## src/rtl/qte_pkg.sv

```systemverilog
`timescale 1ns / 1ps
// Shared types, widths and constants for the quaternion to Euler angle pipeline.
// No dependencies; every other file of the block imports this package.
package qte_pkg;

    localparam int DEF_CORDIC_STAGES = 16;
    localparam int DEF_SAMPLE_WIDTH  = 16;
    localparam int ATAN_ENTRIES      = 24;

    localparam int SMP_W  = 16;   // normalized component width
    localparam int PROD_W = 32;   // product of two components
    localparam int XY_W   = 35;   // atan2 operands
    localparam int NUM_W  = 34;   // arcsine numerator
    localparam int DEN_W  = 33;   // squared norm
    localparam int Z_W    = 32;   // Q29 angle
    localparam int ARG_W  = 32;   // signed Q30 sine
    localparam int C_W    = 31;   // Q30 cosine
    localparam int OUT_W  = 16;

    localparam int DIV_STEPS  = 30;
    localparam int ROOT_STEPS = 31;
    localparam int FRONT_LAT  = 2;
    localparam int ASIN_LAT   = DIV_STEPS + ROOT_STEPS + 2;
    localparam int UNIT_LAT   = 2;

    localparam logic signed [Z_W-1:0] PI_Q29      = 32'sd1686629713;
    localparam logic signed [Z_W-1:0] HALF_PI_Q29 = 32'sd843314857;
    localparam logic [29:0]           RAD_TO_DEG_Q24 = 30'd961263669;

    localparam logic REG_DEGREE_OUTPUT = 1'b0;

    localparam logic signed [Z_W-1:0] ATAN_Q29 [ATAN_ENTRIES] = '{
        32'sd421657428, 32'sd248918914, 32'sd131521918, 32'sd66762580,
        32'sd33510843,  32'sd16771758,  32'sd8387925,   32'sd4194219,
        32'sd2097141,   32'sd1048575,   32'sd524288,    32'sd262144,
        32'sd131072,    32'sd65536,     32'sd32768,     32'sd16384,
        32'sd8192,      32'sd4096,      32'sd2048,      32'sd1024,
        32'sd512,       32'sd256,       32'sd128,       32'sd64
    };

    typedef struct packed {
        logic                    zero;
        logic                    clamp;
        logic signed [ARG_W-1:0] s;
        logic        [C_W-1:0]   c;
    } t_pitch_arg;

endpackage

```

## src/rtl/qte_unit.sv

```systemverilog
`timescale 1ns / 1ps
// Output unit conversion: Q29 radians to Q13 radians or 1/128 degree, with
// round half away from zero. Depends on qte_pkg.
module qte_unit (
    input  logic                             i_clk,
    input  logic                             i_rst_n,
    input  logic                             i_vld,
    input  logic                             i_degree,
    input  logic signed [qte_pkg::Z_W-1:0]   i_angle,
    output logic                             o_vld,
    output logic signed [qte_pkg::OUT_W-1:0] o_angle
);
    import qte_pkg::*;

    localparam int M_W  = Z_W - 1;
    localparam int PR_W = M_W + 30;
    localparam int SH   = 46;

    logic [M_W-1:0]  w_mag;
    logic [PR_W-1:0] r_pr;
    logic            r_neg;
    logic            r_vld1, r_vld2;
    logic [PR_W:0]   w_sum;
    logic [OUT_W-1:0] w_r, w_sat;
    logic signed [OUT_W-1:0] r_out;

    assign w_mag = i_angle[Z_W-1] ? M_W'(-i_angle) : M_W'(i_angle);

    // Radians use a shift by 30 so both units share the same rounding shift.
    always_ff @(posedge i_clk) begin
        r_pr  <= i_degree ? PR_W'(w_mag) * PR_W'(RAD_TO_DEG_Q24)
                          : PR_W'(w_mag) << 30;
        r_neg <= i_angle[Z_W-1];
    end

    assign w_sum = (PR_W + 1)'(r_pr) + ((PR_W + 1)'(1) << (SH - 1));
    assign w_r   = w_sum[PR_W:SH];
    assign w_sat = w_r[OUT_W-1] ? {1'b0, {(OUT_W-1){1'b1}}} : w_r;

    always_ff @(posedge i_clk) begin
        r_out <= r_neg ? -$signed(w_sat) : $signed(w_sat);
    end

    always_ff @(posedge i_clk) begin
        if (!i_rst_n) begin
            r_vld1 <= 1'b0;
            r_vld2 <= 1'b0;
        end else begin
            r_vld1 <= i_vld;
            r_vld2 <= r_vld1;
        end
    end

    assign o_vld   = r_vld2;
    assign o_angle = r_out;

endmodule

```

## config.mk

```make
export PLATFORM = sky130hd
export DESIGN_NAME = qte_unit
export DESIGN_NICKNAME = d
export VERILOG_FILES = /design/src/rtl/qte_pkg.sv /design/src/rtl/qte_unit.sv
export SDC_FILE = /design/constraint.sdc
export NUM_CORES = 1
export LEC_CHECK = 0
export BUFFER_PORTS_ARGS = -buffer_cell sky130_fd_sc_hd__buf_2
export CAP_MARGIN = 20
export CORE_ASPECT_RATIO = 1.2
export CORE_MARGIN = 3
export CORE_UTILIZATION = 35
export CTS_BUF_LIST = sky130_fd_sc_hd__clkbuf_8
export DETAILED_ROUTE_END_ITERATION = 10
export PLACE_DENSITY = 0.58
export SLEW_MARGIN = 20
export SYNTH_ARGS = -nofsm -noshare
export SYNTH_HDL_FRONTEND = slang
export SYNTH_SLANG_ARGS = --single-unit
```

## constraint.sdc

```tcl
create_clock -name i_clk -period 9.35 [get_ports i_clk]
set_input_delay 1.87 -clock i_clk [delete_from_list [all_inputs] [get_ports i_clk]]
set_output_delay 1.87 -clock i_clk [all_outputs]
set_load 0.05 [all_outputs]
```

# Word level (Yosys, flattened, before mapping)

Index checks and enable logic that the tools add are counted.

Add/sub/neg operators: 3
Multiply operators: 1
Divide/modulo/power cells: 0
Order comparisons: 0
Equality and inequality tests: 0
Shift-type cells: 0
Muxes and demuxes: 4
Bitwise operators: 0
Reductions and logical operators: 0

Operators with widths:

| cell                                                                  | number |
|---|---|
| 61-bit by 46-bit adder with 62-bit output, second input constant      | 1 |
| 31-bit by 30-bit multiplier with 61-bit output, second input constant | 1 |
| 61-bit two-way mux                                                    | 1 |
| 31-bit two-way mux                                                    | 1 |
| 31-bit negation                                                       | 1 |
| 16-bit two-way mux                                                    | 1 |
| 15-bit negation with 16-bit output                                    | 1 |
| 15-bit two-way mux                                                    | 1 |

Register bits: 80
Latch bits: 0
RAM bits: 0
Memory bits (read-only): 0
Input bits: 36
Output and inout port bits: 17
Logic and storage cells: 14
Memories: 0

# Depth between registers and ports, before layout

Gate-level depths: netlist of the first run.

Depth in word-level cells: 4
Gate-level depth with buffers: 32
Mapped depth without buffers: 31

# Least setup slack after synthesis of the first run

No wires, ideal clock.

Path kind: input port to flip-flop
Start point: input port i_angle[4] in the netlist's numbering
End point: register r_pr[54]
Library setup time: 119 ps
Arrival: 9828 ps
Required time: 9231 ps
Path slack: -597 ps
Cell stages on the path: 25
Buffers on the path: 0
Cell sequence: or4_4 -> nor3_2 -> nand4_1 -> or3_1 -> o21ai_1 -> xnor2_1 -> inv_1 -> fa_1 -> fa_1 -> inv_1 -> fa_1 -> fa_1 -> fa_1 -> fa_1 -> fa_1 -> ha_1 -> ha_1 -> a211oi_1 -> o21ai_1 -> a31o_1 -> a311o_1 -> or2_1 -> or2_2 -> a2111o_1 -> o221a_1

Longest elaborated chain between the ends: 4

RTL lines:

| what                                           | RTL line       | text |
|---|---|---|
| from (decl)                                    | qte_unit.sv:9  | `input logic signed [qte_pkg::Z_W-1:0] i_angle,` |
| 31-bit negation                                | qte_unit.sv:27 | `assign w_mag = i_angle[Z_W-1] ? M_W'(-i_angle) : M_W'(i_angle);` |
| 31-bit two-way mux (*)                         | qte_unit.sv:27 |  |
| 31-bit by 30-bit multiplier with 61-bit output | qte_unit.sv:31 | `r_pr <= i_degree ? PR_W'(w_mag) * PR_W'(RAD_TO_DEG_Q24)` |
| 61-bit two-way mux (*)                         | qte_unit.sv:31 |  |
| to (signal assigned)                           | qte_unit.sv:31 |  |
| to (decl)                                      | qte_unit.sv:20 | `logic [PR_W-1:0] r_pr;` |

Mark *: on every way between the ends. The rest lies on a longest branch, timed or not.
A chain may end at the register's enable or synchronous reset.

# Final worst setup path of the first run

Start point: input port i_angle[6] in the netlist's numbering
End point: register r_pr[59]

Same word-level chain as after synthesis.

==> results of run 1 <==
[per-layer routing]
metal | vias up | track usage [%] | part of all wire [%]
met5 | - | 0 | 0
met4 | 0 | 9.841 | 5.2
met3 | 97 | 1.569 | 3.2
met2 | 303 | 39.54 | 53
met1 | 7444 | 25.51 | 39
li1 | 7076 | - | -
[path summary, 6_finish.rpt]
path	to	cells past startpoint	start
max reg2reg	o_angle[14]$_DFF_P_	13	r_pr[46]$_DFF_P_
max	r_pr[59]$_DFF_P_	32	i_angle[6]
min	o_vld$_SDFF_PN0_	1	r_vld1$_SDFF_PN0_
min reg2reg	o_vld$_SDFF_PN0_	1	r_vld1$_SDFF_PN0_
[cells by family (layout without fill, tap and decap cells)]
logic type	Yosys count	count (layout)	synth area share (%)
adders and majority gates	713	713	62.60
xor gates and xnor gates	101	101	5.160
DFF	35	35	3.873
buffers and inverters	592	1061	12.28
AOI/OAI and AO/OA	223	223	8.003
muxes	5	5	0.2836
and+or+nand+nor	280	280	7.802
[state kept, by name (all words and copies together), names as in the netlist]
signal / count
r_neg: 1
r_pr: 16
o_angle: 16
o_vld: 1
r_vld1: 1
[placed cells by master (no fill, tap or decap), types with 19 or more instances in the layout]
| cell type | synthesis | routed |
|---|---|---|
| sky130_fd_sc_hd__nand3_1 | 41 | 34 |
| sky130_fd_sc_hd__xor2_1 | 31 | 24 |
| sky130_fd_sc_hd__fa_1 | 320 | 289 |
| sky130_fd_sc_hd__buf_6 | 0 | 21 |
| sky130_fd_sc_hd__dfxtp_1 | 35 | 35 |
| sky130_fd_sc_hd__a21o_1 | 36 | 36 |
| sky130_fd_sc_hd__fa_2 | 0 | 31 |
| sky130_fd_sc_hd__inv_2 | 4 | 46 |
| sky130_fd_sc_hd__inv_1 | 567 | 523 |
| sky130_fd_sc_hd__nand2_1 | 73 | 67 |
| sky130_fd_sc_hd__ha_1 | 393 | 339 |
| sky130_fd_sc_hd__buf_4 | 0 | 406 |
| sky130_fd_sc_hd__nor2_1 | 67 | 60 |
| sky130_fd_sc_hd__ha_4 | 0 | 52 |
| sky130_fd_sc_hd__buf_2 | 0 | 49 |
| sky130_fd_sc_hd__xnor2_1 | 65 | 48 |
| sky130_fd_sc_hd__a21oi_2 | 0 | 19 |
| sky130_fd_sc_hd__a21oi_1 | 68 | 47 |
[metrics by stage]
stage	hold slack (ns)	setup WS [ns]	TNS, ns	area (µm²)	util, %
floorplan	0.4118	-0.1271	-0.4276	18600	-
global placement	0.4203	-0.8644	-10.91	22320	44.05
detailed placement	0.4573	-0.9488	-12.21	22320	44.05
CTS	0.4773	-0.1944	-0.8255	23660	46.68
global route	0.4976	-0.4642	-5.304	24230	47.81
finish	0.4679	-0.2805	-1.882	24230	47.81
[final cells by class]
type	instances	area, µm²
clock buffer	5	68.82
sequential	35	700.7
timing repair buffer	479	3590
clock inverter	3	43.79
tap	644	805.8
fill	4763	26440
inverter	574	2161
multi-input combinational	1322	16860
[timing repair]
action | CTS | global route
setup buffers | 46 | 23
hold buffers | 0 | 0
setup endpoints to repair | 16 | 16
pin swaps | 139 | 60
endpoints found under the hold margin | 0 | 0
resized for setup | 167 | 84
==> impl_metrics.sql, run 1 <==
INSERT INTO impl_metrics (metric_group, metric, value, unit) VALUES
('die', 'die_height', '255.0', 'µm'),
('critical_path', 'worst-setup-path-type', 'input port to register', ''),
('clock_network', 'cts_num_sinks', '35', ''),
('yosys', 'synth-seq-cells', '35', ''),
('critical_path', 'critical-path-slowest-cell', 'sky130_fd_sc_hd__fa_1', ''),
('clock_network', 'htree_levels', '2', ''),
('clock_network', 'cts-buffers-inserted', '5', ''),
('run', 'cap_viol_max_count', '0', ''),
('placed_design', 'placement.io_buffers', '52', ''),
('routing', 'routedWlPerCell', '18.91', 'µm'),
('clock_network', 'clk_transition_reported_paths', '0.10', 'ns'),
('yosys', 'synth_area_leaders', 'sky130_fd_sc_hd__fa_1 35%, sky130_fd_sc_hd__ha_1 27%, sky130_fd_sc_hd__inv_1 12%', ''),
('critical_path', 'timing.critical_path.required', '9.59', 'ns'),
('critical_path', 'critical_path_arrival', '9.87', 'ns'),
('die', 'full_die_area', '0.05446', 'mm²'),
('global_route', 'total_global_routing_track_utilization', '21.48', '%'),
('timing', 'setup-violations-final', '12', ''),
('timing', 'fmax', '103.8', 'MHz'),
('timing', 'timing.final.crit_period', '9.631', 'ns'),
('critical_path', 'worst_path_dominant_cell_family', 'adder cells', ''),
('critical_path', 'endpoint_kind', 'register', ''),
('placed_design', 'place_hpwl', '51540', 'µm'),
('timing', 'fin_skew', '0.02466', 'ns'),
('die', 'placementRows', '90', ''),
('yosys', 'yosys_most_used_dff', 'sky130_fd_sc_hd__dfxtp_1', ''),
('yosys', 'yosys.cell_count.top_type', 'sky130_fd_sc_hd__inv_1', ''),
('global_route', 'global_route_wire_length_before_repair', '88970', 'µm'),
('yosys', 'yosysSeqAreaShare', '3.873', '%'),
('routing', 'drc', '0', ''),
('outcome', 'violated_checks', 'setup timing', ''),
('clock_network', 'clockRootBuffer', 'sky130_fd_sc_hd__clkbuf_8', ''),
('routing', 'dr_vias', '14920', ''),
('global_route', 'antenna_found_initial', '0', ''),
('timing', 'report.final.slew_viol_count', '0', ''),
('routing', 'detailedRoute.firstIterationViolations', '660', ''),
('outcome', 'status', 'finished, violations left', ''),
('placed_design', 'place.gp.congestion', '0.9641', ''),
('final_layout', 'layout-drive-gt1-share', '31.43', '%'),
('yosys', 'synth_fp_nets', '2698', ''),
('critical_path', 'timing.critical_path.slowest_cell_delay', '0.61', 'ns'),
('die', 'start_util', '35.70', '%'),
('timing', 'worst_slew_pin_slew', '0.7222', 'ns'),
('clock_network', 'tritoncts', 'yes', ''),
('global_route', 'via_count_of_the_first_global_routing_pass', '16290', ''),
('final_layout', 'diodes', '0', ''),
('routing', 'drt_pass1_iterations', '5', ''),
('global_route', 'gr-total-overflow', '0', ''),
('yosys', 'synth.lib_cells_used.distinct', '72', ''),
('final_layout', 'layoutNonFillerInstCount', '3062', ''),
('clock_network', 'worstSkewPairLatency', '0.33', 'ns'),
('yosys', 'synth-edff-count', '0', ''),
('global_route', 'grt_start_max_net_pins', '31', ''),
('critical_path', 'r2r_setup_slack', '6.46', 'ns'),
('timing', 'min_period_over_period', '103.0', '%'),
('yosys', 'syn_avg_cell_area', '9.282', 'µm²'),
('timing', 'final_hold_viol_count', '0', ''),
('critical_path', 'critical_path_startpoint_category', 'input port', ''),
('routing', 'antenna_left', '0', ''),
('die', 'io-pin-count', '53', ''),
('routing', 'detail_route.wirelength', '57890', 'µm'),
('placed_design', 'post-place-cells', '2988', ''),
('yosys', 'netlist_area', '0.01809', 'mm²'),
('yosys', 'yosys-top-cells-count', '567 x sky130_fd_sc_hd__inv_1, 393 x sky130_fd_sc_hd__ha_1, 320 x sky130_fd_sc_hd__fa_1', ''),
('timing', 'worst_slew_margin_rel', '51.86', '%'),
('clock_network', 'clockBufferDepth', '2', ''),
('die', 'core_region_area', '0.05067', 'mm²'),
('final_layout', 'nets', '3166', ''),
('min_path', 'hold_path.class', 'register to register', ''),
('yosys', 'synth-async-reset-ratio', '0', '%'),
('die', 'die-width', '213.5', 'µm'),
('timing', 'timing.final.ws_setup', '-0.2805', 'ns'),
('timing', 'rsz_0062_raised_after_global_routing', 'yes', ''),
('critical_path', 'crit_path_max_fanout', '4', ''),
('yosys', 'postSynthCellCount', '1949', ''),
('yosys', 'ys_warn_count', '0', ''),
('yosys', 'netlist.area_leader.share', '35.41', '%'),
('yosys', 'synth_top_area_cell', 'sky130_fd_sc_hd__fa_1', ''),
('critical_path', 'path_buf_inv', '10', ''),
('routing', 'route.detailed.vias_per_inst', '4.873', ''),
('final_layout', 'syn2layout_area_growth', '33.94', '%');
Power of run 1 is not shown: default switching activity piles up to over one toggle a cycle in this logic, so the estimate is an artifact.
==> inputs of run 2 (changes only) <==
clock period = 8.31 ns   (was 9.35 ns; I/O delays follow)
==> run 2 against run 1 <==
Net effect:
- the run still ends with setup timing left
- setup slack lost 0.78 ns
- worst hold slack lost 0.025 ns
- via count shrank 0.36%
- largest cell class unchanged
==> impl_metrics.sql, run 2 (synthesized netlist as in run 1, its figures left out) <==
INSERT INTO impl_metrics (metric_group, metric, value, unit) VALUES
('outcome', 'status', 'finished, violations left', ''),
('outcome', 'violated_checks', 'setup timing', ''),
('global_route', 'global_route_wire_length_before_repair', '87940', 'µm'),
('timing', 'holdWs', '0.4430', 'ns'),
('die', 'core_region_area', '0.05067', 'mm²'),
('critical_path', 'critical-path-slowest-cell', 'sky130_fd_sc_hd__or4_4', ''),
('routing', 'drc', '0', ''),
('global_route', 'via_count_of_the_first_global_routing_pass', '16210', ''),
('critical_path', 'critical_path_startpoint_category', 'input port', ''),
('final_layout', 'syn2layout_area_growth', '32.81', '%'),
('global_route', 'grt_start_max_net_pins', '31', ''),
('critical_path', 'worst-setup-path-type', 'input port to register', ''),
('routing', 'route.detailed.vias_per_inst', '4.827', ''),
('clock_network', 'clockRootBuffer', 'sky130_fd_sc_hd__clkbuf_8', ''),
('timing', 'worst_slew_margin_rel', '55.17', '%'),
('timing', 'fin_skew', '0.01249', 'ns'),
('critical_path', 'timing.critical_path.slowest_cell_delay', '0.57', 'ns'),
('timing', 'setup-violations-final', '16', ''),
('critical_path', 'timing.critical_path.required', '8.53', 'ns'),
('timing', 'min_period_over_period', '112.8', '%'),
('routing', 'antenna_left', '0', ''),
('die', 'die-width', '213.5', 'µm'),
('final_layout', 'layout-drive-gt1-share', '29.97', '%'),
('routing', 'dr_vias', '14870', ''),
('timing', 'worst_slew_pin_slew', '0.6725', 'ns'),
('placed_design', 'placement.io_buffers', '52', ''),
('die', 'die_height', '255.0', 'µm'),
('placed_design', 'placement.cell_area', '0.02267', 'mm²'),
('clock_network', 'cts_num_sinks', '35', ''),
('critical_path', 'endpoint_kind', 'register', ''),
('routing', 'routedWlPerCell', '18.33', 'µm'),
('critical_path', 'crit_path_max_fanout', '6', ''),
('min_path', 'hold_path.class', 'register to register', ''),
('final_layout', 'mostFrequentLayoutCells', '541 x sky130_fd_sc_hd__inv_1, 424 x sky130_fd_sc_hd__buf_4, 352 x sky130_fd_sc_hd__ha_1', ''),
('placed_design', 'place.gp.congestion', '0.9393', ''),
('run', 'cap_viol_max_count', '0', ''),
('placed_design', 'place_hpwl', '51250', 'µm'),
('clock_network', 'clk_transition_reported_paths', '0.09', 'ns'),
('timing', 'fmax', '106.7', 'MHz'),
('timing', 'final_hold_viol_count', '0', ''),
('global_route', 'antenna_found_initial', '0', ''),
('routing', 'detail_route.wirelength', '56440', 'µm'),
('critical_path', 'critical_path_arrival', '9.60', 'ns'),
('die', 'full_die_area', '0.05446', 'mm²'),
('placed_design', 'placement.setup.worst_slack', '-1.780', 'ns'),
('timing', 'timing.final.ws_setup', '-1.063', 'ns'),
('routing', 'detailedRoute.firstIterationViolations', '721', ''),
('final_layout', 'fillers', '4786', ''),
('global_route', 'total_global_routing_track_utilization', '21.15', '%'),
('final_layout', 'nets', '3184', ''),
('timing', 'timing.final.crit_period', '9.373', 'ns'),
('final_layout', 'most_common_cell_after_layout_fill_and_taps_aside', 'sky130_fd_sc_hd__inv_1', ''),
('final_layout', 'diodes', '0', ''),
('die', 'io-pin-count', '53', ''),
('clock_network', 'clockBufferDepth', '2', ''),
('clock_network', 'worstSkewPairLatency', '0.32', 'ns'),
('timing', 'report.final.slew_viol_count', '0', ''),
('timing', 'rsz_0062_raised_after_global_routing', 'yes', ''),
('global_route', 'gr-total-overflow', '0', ''),
('routing', 'drt_pass1_iterations', '5', ''),
('clock_network', 'htree_levels', '2', ''),
('die', 'start_util', '35.70', '%'),
('clock_network', 'tritoncts', 'yes', ''),
('die', 'placementRows', '90', ''),
('clock_network', 'cts-buffers-inserted', '5', ''),
('final_layout', 'finish.instance_area', '0.02403', 'mm²'),
('critical_path', 'critical-path-top-cell-by-count', 'sky130_fd_sc_hd__fa_1', '');
## run 2: cell count changes in the layout (fill, tap and decap cells not counted), moves of 13 or more
| cell | before | now |
|---|---|---|
| sky130_fd_sc_hd__ha_1 | 339 | 352 |
| sky130_fd_sc_hd__inv_2 | 46 | 27 |
| sky130_fd_sc_hd__ha_4 | 52 | 39 |
| sky130_fd_sc_hd__buf_4 | 406 | 424 |
| sky130_fd_sc_hd__inv_1 | 523 | 541 |
## run 2: critical path: cells and delay by family
family                     cells  cell delay (ns)
buffers and inverters          6             0.66
xor gates and xnor gates       1             0.20
adders and majority gates      9             3.99
AOI/OAI and AO/OA              2             0.44
and+or+nand+nor               11             2.62
## run 2: what timing repair did
action	CTS	global route
pin swaps	106	39
hold endpoints to repair	0	0
hold buffers	0	0
cloned	0	0
resized for setup	151	33
setup endpoints to repair	16	16
buffers inserted	41	6
## run 2: final timing paths
check / startpoint / end / slack (ns) / cells past startpoint
setup reg to reg: r_pr[53]$_DFF_P_ / o_angle[14]$_DFF_P_ / 5.49 / 13
hold reg to reg: r_vld1$_SDFF_PN0_ / o_vld$_SDFF_PN0_ / 0.44 / 1
setup / recovery: i_angle[4] / r_pr[60]$_DFF_P_ / -1.06 / 29
hold / removal: r_vld1$_SDFF_PN0_ / o_vld$_SDFF_PN0_ / 0.44 / 1
## run 2: final cells by class
cell class	count	area [µm²]	share of cell area, %
multi-input cells	1322	16520	68.75
repair buffers	497	3725	15.50
inverters	574	2163	9.004
well taps	644	805.8	3.354
flip-flops and latches	35	700.7	2.916
clock buffers	5	68.82	0.2864
clock inverters	3	43.79	0.1823
## run 2: stage by stage
step	TNS, ns	cells	util [%]
2_1_floorplan	-12.37	1949	-
3_3_place_gp	-24.14	3031	44.74
3_5_place_dp	-24.50	3031	44.74
4_1_cts	-14.22	3077	47.08
5_1_grt	-18.70	3080	47.41
6_report	-14.51	3080	47.41
## run 2: metal layers
metal  share of wire, %  track usage, %  vias up
met5                  0               0        -
li1                   -               -     7110
met1                 40           25.27     7400
met4                5.2           9.369        0
met2                 53           39.33      260
met3                2.1          0.9808       97
Power of run 2 is left out for the same reason.
